`src/rtl/lbs_pkg.sv`:
```
package lbs_pkg;

    typedef enum logic [1:0] {
        OP_TICK  = 2'd0,
        OP_BLINK = 2'd1,
        OP_STOP  = 2'd2,
        OP_NONE  = 2'd3
    } opcode_t;

    typedef enum logic [1:0] {
        PH_IDLE = 2'd0,
        PH_ON   = 2'd1,
        PH_OFF  = 2'd2,
        PH_RSVD = 2'd3
    } phase_t;

    localparam int unsigned IN_TDATA_W  = 56;
    localparam int unsigned IN_TUSER_W  = 2;
    localparam int unsigned OUT_TDATA_W = 16;

    // one input beat, unpacked
    typedef struct packed {
        opcode_t     opcode;
        logic [7:0]  blink_count;
        logic [7:0]  brightness;
        logic [15:0] on_time_ms;
        logic [15:0] off_time_ms;
        logic        hold_last;
    } lbs_item_t;

    // stored blink command, table defaults already applied
    typedef struct packed {
        logic [7:0]  count;
        logic [7:0]  level;
        logic [15:0] on_len;
        logic [15:0] off_len;
        logic        hold;
    } lbs_cmd_t;

    typedef struct packed {
        logic [7:0] led_level;
        phase_t     phase;
        logic       command_waiting;
        logic       stopped;
    } lbs_result_t;

    function automatic logic [15:0] default_on_len(input logic [7:0] count);
        logic [15:0] len;
        case (count)
            8'd1:    len = 16'd400;
            8'd2:    len = 16'd100;
            8'd3:    len = 16'd67;
            default: len = 16'd50;
        endcase
        return len;
    endfunction

    function automatic logic [15:0] default_off_len(input logic [7:0] count);
        logic [15:0] len;
        case (count)
            8'd1:    len = 16'd400;
            8'd2:    len = 16'd300;
            8'd3:    len = 16'd200;
            default: len = 16'd150;
        endcase
        return len;
    endfunction

endpackage

```
`src/rtl/lbs_core.sv`:
```
module lbs_core (
    input  logic                 aclk,
    input  logic                 aresetn,
    input  logic                 step_en,
    input  lbs_pkg::lbs_item_t   item,
    output lbs_pkg::lbs_result_t result
);

    lbs_pkg::phase_t   phase_reg, phase_next;
    logic              pending_valid_reg, pending_valid_next;
    lbs_pkg::lbs_cmd_t pending_cmd_reg, pending_cmd_next;
    lbs_pkg::lbs_cmd_t active_cmd_reg, active_cmd_next;
    logic [7:0]        blinks_done_reg, blinks_done_next;
    logic [15:0]       elapsed_reg, elapsed_next;
    logic [7:0]        level_reg, level_next;
    logic              stop_req_reg, stop_req_next;
    logic              stop_done_reg, stop_done_next;

    logic [15:0] elapsed_inc;
    logic [7:0]  last_idx;
    logic        on_last_blink;

    assign elapsed_inc   = (elapsed_reg == 16'hFFFF) ? elapsed_reg : elapsed_reg + 16'd1;
    assign last_idx      = active_cmd_reg.count - 8'd1;
    assign on_last_blink = (active_cmd_reg.count != 8'd0) && (blinks_done_reg == last_idx);

    always_comb begin
        phase_next         = phase_reg;
        pending_valid_next = pending_valid_reg;
        pending_cmd_next   = pending_cmd_reg;
        active_cmd_next    = active_cmd_reg;
        blinks_done_next   = blinks_done_reg;
        elapsed_next       = elapsed_reg;
        level_next         = level_reg;
        stop_req_next      = stop_req_reg;
        stop_done_next     = stop_done_reg;

        if (!stop_done_reg) begin
            case (item.opcode)
                lbs_pkg::OP_TICK: begin
                    if (phase_reg == lbs_pkg::PH_IDLE) begin
                        if (pending_valid_reg) begin
                            active_cmd_next    = pending_cmd_reg;
                            pending_valid_next = 1'b0;
                            blinks_done_next   = 8'd0;
                            phase_next         = lbs_pkg::PH_ON;
                            level_next         = pending_cmd_reg.level;
                            elapsed_next       = 16'd0;
                        end else if (stop_req_reg) begin
                            stop_done_next = 1'b1;
                        end
                    end else begin
                        elapsed_next = elapsed_inc;
                        if (phase_reg == lbs_pkg::PH_ON) begin
                            if (elapsed_inc >= active_cmd_reg.on_len) begin
                                if (active_cmd_reg.hold && on_last_blink) begin
                                    // final blink stays lit
                                    phase_next = lbs_pkg::PH_IDLE;
                                end else begin
                                    phase_next   = lbs_pkg::PH_OFF;
                                    level_next   = 8'd0;
                                    elapsed_next = 16'd0;
                                end
                            end
                        end else begin
                            if (elapsed_inc >= active_cmd_reg.off_len) begin
                                if (active_cmd_reg.count != 8'd0 &&
                                    blinks_done_reg < last_idx) begin
                                    blinks_done_next = blinks_done_reg + 8'd1;
                                    phase_next       = lbs_pkg::PH_ON;
                                    level_next       = active_cmd_reg.level;
                                    elapsed_next     = 16'd0;
                                end else begin
                                    phase_next = lbs_pkg::PH_IDLE;
                                end
                            end
                        end
                    end
                end
                lbs_pkg::OP_BLINK: begin
                    pending_cmd_next.count   = item.blink_count;
                    pending_cmd_next.level   = item.brightness;
                    pending_cmd_next.on_len  = (item.on_time_ms == 16'd0) ?
                        lbs_pkg::default_on_len(item.blink_count) : item.on_time_ms;
                    pending_cmd_next.off_len = (item.off_time_ms == 16'd0) ?
                        lbs_pkg::default_off_len(item.blink_count) : item.off_time_ms;
                    pending_cmd_next.hold    = item.hold_last;
                    pending_valid_next       = 1'b1;
                end
                lbs_pkg::OP_STOP: begin
                    stop_req_next = 1'b1;
                end
                default: begin
                end
            endcase
        end
    end

    always_ff @(posedge aclk) begin
        if (!aresetn) begin
            phase_reg         <= lbs_pkg::PH_IDLE;
            pending_valid_reg <= 1'b0;
            pending_cmd_reg   <= '0;
            active_cmd_reg    <= '0;
            blinks_done_reg   <= 8'd0;
            elapsed_reg       <= 16'd0;
            level_reg         <= 8'd0;
            stop_req_reg      <= 1'b0;
            stop_done_reg     <= 1'b0;
        end else if (step_en) begin
            phase_reg         <= phase_next;
            pending_valid_reg <= pending_valid_next;
            pending_cmd_reg   <= pending_cmd_next;
            active_cmd_reg    <= active_cmd_next;
            blinks_done_reg   <= blinks_done_next;
            elapsed_reg       <= elapsed_next;
            level_reg         <= level_next;
            stop_req_reg      <= stop_req_next;
            stop_done_reg     <= stop_done_next;
        end
    end

    // view of the state after this beat
    assign result.led_level       = level_next;
    assign result.phase           = phase_next;
    assign result.command_waiting = pending_valid_next;
    assign result.stopped         = stop_done_next;

    a_stop_sticky: assert property (@(posedge aclk) disable iff (!aresetn)
        stop_done_reg |=> stop_done_reg)
        else $error("stopped flag dropped");

    a_stop_quiet: assert property (@(posedge aclk) disable iff (!aresetn)
        stop_done_reg |-> (phase_reg == lbs_pkg::PH_IDLE) && !pending_valid_reg)
        else $error("stopped while busy or with a command pending");

    a_on_level: assert property (@(posedge aclk) disable iff (!aresetn)
        (phase_reg == lbs_pkg::PH_ON) |-> (level_reg == active_cmd_reg.level))
        else $error("on phase level differs from active command");

    a_off_dark: assert property (@(posedge aclk) disable iff (!aresetn)
        (phase_reg == lbs_pkg::PH_OFF) |-> (level_reg == 8'd0))
        else $error("led lit during off phase");

    a_take_pending: assert property (@(posedge aclk) disable iff (!aresetn)
        (step_en && item.opcode == lbs_pkg::OP_TICK && !stop_done_reg &&
         phase_reg == lbs_pkg::PH_IDLE && pending_valid_reg)
        |=> (!pending_valid_reg && phase_reg == lbs_pkg::PH_ON))
        else $error("pending command not taken up on idle tick");

endmodule

```
`src/rtl/led_blink_sequencer_unit.sv`:
```
// path: an accepted beat is held in the input register, and its result is loaded
// into the output register when that register is free
// throughput: one beat per cycle while m_axis_tready is high; the state update is
// a single pass through the step logic between the input and output registers
// reset: aresetn low at a rising edge clears control state (idle, no cmd, not stopped)
module led_blink_sequencer_unit (
    input  logic                             aclk,
    input  logic                             aresetn,
    input  logic                             s_axis_tvalid,
    output logic                             s_axis_tready,
    // blink_count[7:0], brightness[15:8], on_time_ms[31:16], off_time_ms[47:32],
    // hold_last[48], zero pad
    input  logic [lbs_pkg::IN_TDATA_W-1:0]   s_axis_tdata,
    // opcode[1:0]
    input  logic [lbs_pkg::IN_TUSER_W-1:0]   s_axis_tuser,
    output logic                             m_axis_tvalid,
    input  logic                             m_axis_tready,
    // led_level[7:0], phase[9:8], command_waiting[10], stopped[11], zero pad
    output logic [lbs_pkg::OUT_TDATA_W-1:0]  m_axis_tdata
);

    logic                  in_valid_reg;
    lbs_pkg::lbs_item_t    in_item_reg;
    logic                  out_valid_reg;
    lbs_pkg::lbs_result_t  out_result_reg;
    lbs_pkg::lbs_result_t  step_result;
    lbs_pkg::lbs_item_t    s_item;
    logic                  advance;

    assign s_item.opcode      = lbs_pkg::opcode_t'(s_axis_tuser[1:0]);
    assign s_item.blink_count = s_axis_tdata[7:0];
    assign s_item.brightness  = s_axis_tdata[15:8];
    assign s_item.on_time_ms  = s_axis_tdata[31:16];
    assign s_item.off_time_ms = s_axis_tdata[47:32];
    assign s_item.hold_last   = s_axis_tdata[48];

    assign advance       = in_valid_reg && (!out_valid_reg || m_axis_tready);
    assign s_axis_tready = !in_valid_reg || advance;

    always_ff @(posedge aclk) begin
        if (!aresetn) begin
            in_valid_reg  <= 1'b0;
            out_valid_reg <= 1'b0;
        end else begin
            if (s_axis_tready) begin
                in_valid_reg <= s_axis_tvalid;
            end
            if (advance) begin
                out_valid_reg <= 1'b1;
            end else if (m_axis_tready) begin
                out_valid_reg <= 1'b0;
            end
        end
    end

    always_ff @(posedge aclk) begin
        if (s_axis_tready && s_axis_tvalid) begin
            in_item_reg <= s_item;
        end
        if (advance) begin
            out_result_reg <= step_result;
        end
    end

    lbs_core u_core (
        .aclk    (aclk),
        .aresetn (aresetn),
        .step_en (advance),
        .item    (in_item_reg),
        .result  (step_result)
    );

    assign m_axis_tvalid = out_valid_reg;
    assign m_axis_tdata  = {4'd0, out_result_reg.stopped, out_result_reg.command_waiting,
                            out_result_reg.phase, out_result_reg.led_level};

endmodule
```
`config.mk`:
```
export PLATFORM = sky130hd
export DESIGN_NAME = led_blink_sequencer_unit
export DESIGN_NICKNAME = d
export VERILOG_FILES = /design/src/rtl/lbs_pkg.sv /design/src/rtl/lbs_core.sv /design/src/rtl/led_blink_sequencer_unit.sv
export SDC_FILE = /design/constraint.sdc
export NUM_CORES = 1
export LEC_CHECK = 0
export BUFFER_PORTS_ARGS = -buffer_cell sky130_fd_sc_hd__buf_2
export CAP_MARGIN = 0
export CORE_MARGIN = 8
export CORE_UTILIZATION = 30
export DETAILED_ROUTE_END_ITERATION = 6
export PLACE_DENSITY_LB_ADDON = 0.05
export SLEW_MARGIN = 15
export SYNTH_ARGS = -nofsm -noshare
export SYNTH_HDL_FRONTEND = slang
export SYNTH_SLANG_ARGS = --single-unit
```
`constraint.sdc`:
```
create_clock -name aclk -period 9.3 [get_ports aclk]
set_clock_uncertainty 0.05 [all_clocks]
set_input_delay 0.93 -clock aclk [delete_from_list [all_inputs] [get_ports aclk]]
set_output_delay 0.93 -clock aclk [all_outputs]
set_load 0.02 [all_outputs]
```
==> results.cfg, run 1 <==
[status]
status = finished, final reports clean

[floorplanning]
initial_utilization = 0.305
num_io_pins = 80
dieArea_um2 = 36200
die_w_um = 190
rows = 63
die_h_um = 190
core_area_um2 = 29800

[placement]
place_ws_ns = 4.72
port_buffers = 68
gp_congestion = 0.770
hpwl_mm = 15.4

[route]
ant_nets = 0
wl_per_cell_um = 15.8
drc = 0
wirelength_mm = 22.3
viasPerCell = 4.66
num_vias = 6563
drt_iter0_drc = 405
dr.pass1.iters = 4

[run]
max_cap_viol_count = 0

[clock_tree]
clock_path_buffers = 2
htreeDepth = 4
root_buffer = clkbuf_16
cts_made_buffers = 17
hold_buffers = 0
cts.clk_slew.worst_paths_ns = 0.08
cts.repair.resized = 0
cts_setup_buffers = 0
cts_tree = done
clk_latency_ns = 0.43
numClockSinks = 200

[layout]
antenna_cells = 0
multi_input_area_um2 = 4070
largest_reg_flops = 51
fillerInstances = 3120
regArea_um2 = 4630
fin_nets = 1110
drive_gt1_frac = 0.133
mostFrequentLayoutCell = nand2_1
final_cell_mix = 208 x nand2_1, 137 x dfxtp_1, 83 x a21boi_0
syn2layout_area_growth_pct = 13.9

[critical_path]
critPathArrivalTime_ns = 4.66
worst_ep_required_time_ns = 9.44
startpoint_type = register
crit_family = simple AND/OR/NAND/NOR gates
cp_slowest_cell = or3_1
worstPathCellList = nand4_1 > or3_1 > nor2_2 > nor2_1 > nand4_1 > xnor2_1 > ha_1 > a41oi_1 > o21ai_0 > o2bb2ai_1 > a311o_1 > nand2_1 > mux2i_1 > o21ai_0 > a22o_1
setup.worst_path.end_class = register
critPathKind = register to register
crit_fanout = 12
cpPeakStageDelay_ns = 0.50
worst-path-buf-inv = 0

[yosys]
synth_mux_area_frac = 0.00784
synth-main-ff-cell = dfxtp_1
synth_seq_area_share = 0.509
synth_top_family_by_area = compound AO/OA/AOI/OAI gates
ys_ff_latch = 200
synthTopCellsByArea = dfxtp_1 30%, edfxtp_1 21%, nand2_1 8.6%, a21boi_0 6.8%, ha_1 6.0%
synth_area_um2 = 9100
synth_compound_area_frac = 0.183
synth_top_cell_area_share = 0.301
synth-async-reset-ratio = 0
postSynthAreaPerCell_um2 = 9.49
synthCells = 959
synth_simple_gate_area_share = 0.176
yosys_warnings = 0
synth_edf_count = 63
synthAdderAreaFrac = 0.0605
synth_xor_area_frac = 0.0173
synth_cell_types = 70
synth_top_area_cell = dfxtp_1

[timing]
drv_slew = 0
tns_ns = 0
rsz0062_at_grt = false
fmax_ghz = 0.221
slew_headroom = 0.403
setup_viol = 0
tightest_slew_ns = 0.896
fin_crit_ns = 4.52
fin_crit_sh = 0.486
hold_viol = 0
fin_ws_ns = 4.78

[global_routing]
grt_pass1_wl_mm = 36.8
grt_overflow_total = 0
grt_util_all_layers = 0.127
grt_max_degree = 99
antenna_found_initial = 0
grt_pass1_vias = 6575

[power]
power.switching_mw = 0.428
combPwrFrac = 0.036
peakVddDrop_uv = 121
power_density_nw_per_um2 = 170
leakage_nw = 3.72
sw_frac_of_total = 0.243
intPower_mw = 1.33
p_clk_frac = 0.434
seqPwrFrac = 0.530

[worst_hold_path]
hold_class = register to register
==> cells in the mapped netlist (3+ instances only) <==
master,n
ha_1,44
a21boi_0,83
xor2_1,4
o21ai_1,3
o21a_1,3
nand2_1,208
a21oi_1,40
buf_2,5
or4_1,3
nand3_1,24
o2111ai_1,4
nor3_1,13
mux2i_1,6
and3_1,7
xnor2_1,14
a32o_1,7
inv_1,43
and2_1,7
buf_1,3
nor4_1,9
o21ai_0,38
edfxtp_1,63
a31o_2,3
a211oi_1,4
or3_1,6
nor3_2,3
nor2_1,40
a22o_1,17
o211ai_1,3
nor2b_1,11
a31oi_1,3
o31ai_1,3
a21o_1,6
dfxtp_1,137
buf_4,5
clkbuf_1,37
nand4_1,9
==> area by class of cell <==
cell class                      instances  share of cell area
Tap cell                              390              0.0471
Timing Repair Buffer                   77              0.0394
Clock buffer                           18              0.0414
Clock inverter                         14              0.0170
Multi-Input combinational cell        665               0.392
Inverter                               43              0.0156
Sequential cell                       200               0.447
==> per-layer routing <==
layer,global-route usage,routed length (um),vias up
met1,0.197,12700,2993
met2,0.175,8860,94
met4,0.0322,187,0
li1,-,-,3465
met5,0,0,-
met3,0.0222,540,11
==> power groups by stage <==
stage,Combinational [mW],Clock (mW),Sequential (mW)
6_report,0.0628,0.765,0.935
5_1_grt,0.0704,0.832,0.938
4_1_cts,0.0643,0.793,0.935
3_5_place_dp,0.0642,0,0.955
3_3_place_gp,0.0642,0,0.955
2_1_floorplan,0.0357,0,0.954
==> worst register-to-register path: stages (launching register included) <==
cell	delay [ns]
dfxtp_1	0.49
nand4_1	0.17
or3_1	0.50
nor2_2	0.32
nor2_1	0.16
nand4_1	0.17
xnor2_1	0.20
ha_1	0.32
a41oi_1	0.22
o21ai_0	0.11
o2bb2ai_1	0.15
a311o_1	0.43
nand2_1	0.41
mux2i_1	0.23
o21ai_0	0.12
a22o_1	0.25
==> worst paths after layout <==
check / start / to / slack (ns) / cells after the start
setup / recovery: u_core.elapsed_reg[3]$_SDFFE_PN0P_ / m_axis_tdata[1]$_DFFE_PP_ / 4.78 / 15
hold / removal: u_core.pending_cmd_reg[23]$_SDFFE_PN0P_ / u_core.active_cmd_reg[23]$_SDFFE_PN0P_ / 0.41 / 2
setup reg to reg: u_core.elapsed_reg[3]$_SDFFE_PN0P_ / m_axis_tdata[1]$_DFFE_PP_ / 4.78 / 15
hold reg to reg: u_core.pending_cmd_reg[23]$_SDFFE_PN0P_ / u_core.active_cmd_reg[23]$_SDFFE_PN0P_ / 0.41 / 2
==> per-stage QoR <==
step                utilization  hold WS (ns)  cells  cell area (um2)  total power, mW
detailed placement        0.328         0.407   1375             9760             1.02
global route              0.348         0.437   1407            10400             1.84
finish                    0.348         0.412   1407            10400             1.76
global placement          0.328         0.402   1375             9760             1.02
floorplan                     -         0.388    962             9110            0.989
CTS                       0.348         0.417   1407            10400             1.79
==> logic make-up (layout without fill, tap and decap cells) <==
family          after synthesis  in the layout
xor+xnor                     18             18
simple gates                356            356
mux                           7              7
fa+ha+maj                    44             44
other cells                   1              4
compound gates              236            236
flops                       200            200
buf+inv                      97            152
Note: power is estimated with default switching activity, not from simulation.
==> run 2: changes to the inputs <==
==> constraint.sdc (replaced) <==
create_clock -name aclk -period 4.01 [get_ports aclk]
set_clock_uncertainty 0.05 [all_clocks]
set_input_delay 0.401 -clock aclk [delete_from_list [all_inputs] [get_ports aclk]]
set_output_delay 0.401 -clock aclk [all_outputs]
set_load 0.02 [all_outputs]
==> run 2 against run 1 <==
Net effect: clock-buffer cell count is 1 lower; critical path depth is 3 higher; setup slack worse by 4.5 ns; clock power is 140% higher; via count is 2.7% higher; core utilization is 1.2 points higher; critical endpoint unchanged; highest routed layer unchanged.
==> results.cfg, run 2 (synthesis gave the netlist of run 1 again) <==
[clock_tree]
clk_latency_ns = 0.45
cts_tree = done
cts_made_buffers = 17
htreeDepth = 4
root_buffer = clkbuf_16
clock_path_buffers = 2
cts.clk_slew.worst_paths_ns = 0.10
numClockSinks = 200

[power]
combPwrFrac = 0.036
leakage_nw = 3.97
seqPwrFrac = 0.523
intPower_mw = 3.11
power.switching_mw = 1.04
peakVddDrop_uv = 212
p_clk_frac = 0.441
sw_frac_of_total = 0.250
totalPowerFinal_mw = 4.14
power_density_nw_per_um2 = 386

[timing]
hold_ws_ns = 0.0681
fin_crit_sh = 0.935
tightest_slew_ns = 0.916
tns_ns = 0
fin_ws_ns = 0.261
slew_headroom = 0.388
rsz0062_at_grt = true
setup_viol = 0
drv_slew = 0
fin_crit_ns = 3.75
fmax_ghz = 0.267
hold_viol = 0

[route]
viasPerCell = 4.67
dr.pass1.iters = 7
ant_nets = 0
wirelength_mm = 23.0
wl_per_cell_um = 16.0
drc = 0
drt_iter0_drc = 315
num_vias = 6741

[placement]
dp_cells = 1409
gp_congestion = 0.790
place_area_um2 = 10000
port_buffers = 68
hpwl_mm = 16.4
place_ws_ns = 0.0844

[floorplanning]
die_h_um = 190
rows = 63
dieArea_um2 = 36200
core_area_um2 = 29800
num_io_pins = 80
initial_utilization = 0.305
die_w_um = 190

[global_routing]
grt_max_degree = 85
antenna_found_initial = 0
grt_pass1_vias = 6675
gr-usage-met3 = 0.0200
top_usage_layer = met1
grt_pass1_wl_mm = 37.4
grt_overflow_total = 0
grtUsageMet1 = 0.198
met2_usage = 0.181
grt_util_all_layers = 0.129

[layout]
final_core_util = 0.360
syn2layout_area_growth_pct = 17.9
mostFrequentLayoutCell = nand2_1
final_cell_mix = 207 x nand2_1, 137 x dfxtp_1, 83 x a21boi_0
fin_nets = 1145
instances_no_fill = 1442
largest_reg_flops = 51
drive_gt1_frac = 0.172
antenna_cells = 0
final_area_um2 = 10700

[status]
status = finished, final reports clean

[critical_path]
reg2reg_from = u_core.elapsed_reg[0]$_SDFFE_PN0P_
crit_start = u_core.elapsed_reg[0]$_SDFFE_PN0P_
worst_ep_required_time_ns = 4.17
timing.reg2reg.setup_slack_ns = 0.26
critPathArrivalTime_ns = 3.90
critPathKind = register to register
crit_fanout = 12
setup.worst_path.end_class = register
startpoint_type = register

[worst_hold_path]
min_from = s_axis_tdata[25]
hold_class = input port to register

[run]
max_cap_viol_count = 0
## run 2: worst paths after layout
check                                                to  cells after the start
hold / removal                in_item_reg[26]$_DFFE_PP_                      1
setup / recovery              m_axis_tdata[1]$_DFFE_PP_                     18
setup reg to reg              m_axis_tdata[1]$_DFFE_PP_                     18
hold reg to reg   u_core.active_cmd_reg[9]$_SDFFE_PN0P_                      2
## run 2: what timing repair did
| item | 4_1_cts | 5_1_grt |
|---|---|---|
| buffers inserted | 0 | 1 |
| hold buffers | 0 | 0 |
| resized for setup | 0 | 13 |
| endpoints found under the setup margin | 0 | 34 |
## run 2: power groups by stage
stage	clock (mW)	combinational (mW)	sequential, mW
detailed placement	0	0.150	2.22
floorplan	0	0.0829	2.21
global placement	0	0.150	2.22
finish	1.83	0.147	2.17
global route	1.97	0.165	2.18
CTS	1.90	0.151	2.17
## run 2: layout make-up
| cell class | count | area, um2 |
|---|---|---|
| repair buffers | 112 | 696 |
| well taps | 390 | 488 |
| inverters | 43 | 161 |
| multi-input cells | 665 | 4130 |
| flip-flops and latches | 200 | 4630 |
| clock inverters | 15 | 196 |
| fillers | 3118 | 19100 |
| clock buffers | 17 | 425 |
## run 2: worst max-delay path: stages, from the launching register on
cell and delay, ns:
dfxtp_1 0.34, ha_1 0.17, nand2_1 0.07, or3_1 0.37, nor2_2 0.15, buf_4 0.15, nor2_4 0.05, nand3_1 0.11
xnor2_2 0.16, ha_1 0.29, a41oi_1 0.18, o21ai_0 0.12, o2bb2ai_1 0.15, a311o_1 0.37, nand2_2 0.11, buf_12 0.13
mux2i_2 0.20, o21ai_1 0.10, a22o_1 0.24
## run 2: layer usage
layer  wire, um  vias up
met5          0        -
met4        334        0
met3        720       21
met2       8980      111
met1      13000     3087
li1           -     3522
==> run 3: changes to the inputs <==
--- a/config.mk
+++ b/config.mk
@@ -6,11 +6,11 @@
 export NUM_CORES = 1
 export LEC_CHECK = 0
 export BUFFER_PORTS_ARGS = -buffer_cell sky130_fd_sc_hd__buf_2
-export CAP_MARGIN = 0
 export CORE_MARGIN = 8
 export CORE_UTILIZATION = 30
 export DETAILED_ROUTE_END_ITERATION = 6
 export PLACE_DENSITY_LB_ADDON = 0.05
+export REMOVE_ABC_BUFFERS = 1
 export SLEW_MARGIN = 15
 export SYNTH_ARGS = -nofsm -noshare
 export SYNTH_HDL_FRONTEND = slang
==> run 3 against run 2 <==
Net effect: non-clock buffer count is 17 higher; critical path type unchanged; clock power hardly changed; highest routed layer unchanged; first-iteration DRC count unchanged; combinational power about the same.
==> results.cfg, run 3 (synthesis gave the netlist of run 1 again) <==
[floorplanning]
dieArea_um2 = 36200
die_w_um = 190
num_io_pins = 80
die_h_um = 190
rows = 63
initial_utilization = 0.305
core_area_um2 = 29800

[timing]
rsz0062_at_grt = false
drv_slew = 0
fin_crit_ns = 3.78
hold_viol = 0
slew_headroom = 0.436
setup_viol = 0
fin_crit_sh = 0.943
tightest_slew_ns = 0.839
fmax_ghz = 0.265

[clock_tree]
cts_tree = done
htreeDepth = 4
cts.clk_slew.worst_paths_ns = 0.09
numClockSinks = 200
clock_path_buffers = 2
clk_latency_ns = 0.45
hold_buffers = 0
cts_made_buffers = 17
root_buffer = clkbuf_16

[power]
power_density_nw_per_um2 = 378
leakage_nw = 4.04
peakVddDrop_uv = 272

[critical_path]
critPathArrivalTime_ns = 4.07
cpPeakStageDelay_ns = 0.34
worst-path-buf-inv = 3
worst_ep_required_time_ns = 4.30
cp_slowest_cell = or3_1
critPathKind = register to register
startpoint_type = register
crit_family = simple AND/OR/NAND/NOR gates
crit_fanout = 13
timing.reg2reg.setup_slack_ns = 0.23
setup.worst_path.end_class = register
worstPathCellList = ha_1 > nand2_1 > or3_4 > nor2_4 > buf_4 > or3_1 > xnor2_1 > buf_4 > ha_1 > nand2_1 > nor3_2 > o2bb2ai_1 > a311o_1 > buf_6 > a21oi_4 > o21a_4 > and3_2 > a221o_1

[route]
wl_per_cell_um = 15.7
dr.pass1.iters = 4
num_vias = 6853
viasPerCell = 4.70
drc = 0
ant_nets = 0
drt_iter0_drc = 315
wirelength_mm = 22.9

[global_routing]
grt_pass1_wl_mm = 37.0
antenna_found_initial = 0
grt_overflow_total = 0
grt_util_all_layers = 0.129
grt_max_degree = 61
grt_pass1_vias = 6949

[placement]
port_buffers = 68
place_area_um2 = 10200
dp_cells = 1427
hpwl_mm = 16.6
gp_congestion = 0.778

[status]
status = finished, final reports clean

[layout]
instances_no_fill = 1459
mostFrequentLayoutCell = nand2_1
largest_reg_flops = 51
syn2layout_area_growth_pct = 19.5
antenna_cells = 0
fin_nets = 1162
fillerInstances = 3159
final_core_util = 0.365
drive_gt1_frac = 0.188
final_cell_mix = 206 x nand2_1, 137 x dfxtp_1, 83 x a21boi_0
final_area_um2 = 10900

[run]
max_cap_viol_count = 0

[worst_hold_path]
hold_class = input port to register
==> run 3: power by group <==
group / leakage [nW] / switching [mW] / internal, mW / total (mW)
combinational: 2.03 / 0.0917 / 0.0563 / 0.148
sequential: 1.72 / 0.0262 / 2.14 / 2.16
clock: 0.296 / 0.899 / 0.900 / 1.80
==> run 3: routing by layer <==
layer  part of all wire  wire length (um)  global-route usage  vias up
li1                   -                 -                   -     3550
met3              0.025               579              0.0244       16
met5                  0                 0                   0        -
met2               0.48             11000               0.220       74
met4              0.014               311              0.0394        0
met1               0.48             11100               0.163     3213
==> run 3: final cells by class <==
type,count,area [um2],share of cell area
flip-flops and latches,200,4630,0.426
well taps,390,488,0.0449
repair buffers,129,815,0.0749
multi-input cells,665,4170,0.383
clock buffers,17,425,0.0391
clock inverters,15,183,0.0168
inverters,43,161,0.0148
==> run 3: final timing paths <==
check / from / end / cells after the start
max: u_core.elapsed_reg[0]$_SDFFE_PN0P_ / u_core.elapsed_reg[6]$_SDFFE_PN0P_ / 18
max reg2reg: u_core.elapsed_reg[0]$_SDFFE_PN0P_ / u_core.elapsed_reg[6]$_SDFFE_PN0P_ / 18
min reg2reg: u_core.pending_cmd_reg[10]$_SDFFE_PN0P_ / u_core.active_cmd_reg[10]$_SDFFE_PN0P_ / 2
min: s_axis_tdata[4] / in_item_reg[45]$_DFFE_PP_ / 1
==> run 3: what timing repair did <==
item	4_1_cts	5_1_grt
pin swaps	0	6
setup buffers	0	0
setup endpoints to repair	14	42
resized for setup	2	18
==> run 3: per-stage QoR <==
step | setup TNS [ns] | total power, mW | hold WS [ns] | setup WS (ns)
detailed placement | -0.0387 | 2.36 | 0.405 | -0.0217
global placement | -0.00932 | 2.36 | 0.399 | -0.00596
floorplan | 0 | 2.28 | 0.388 | 0.190
global route | 0 | 4.28 | 0.0382 | 0.0103
finish | 0 | 4.11 | 0.0654 | 0.230
CTS | 0 | 4.18 | 0.0399 | 0.0144
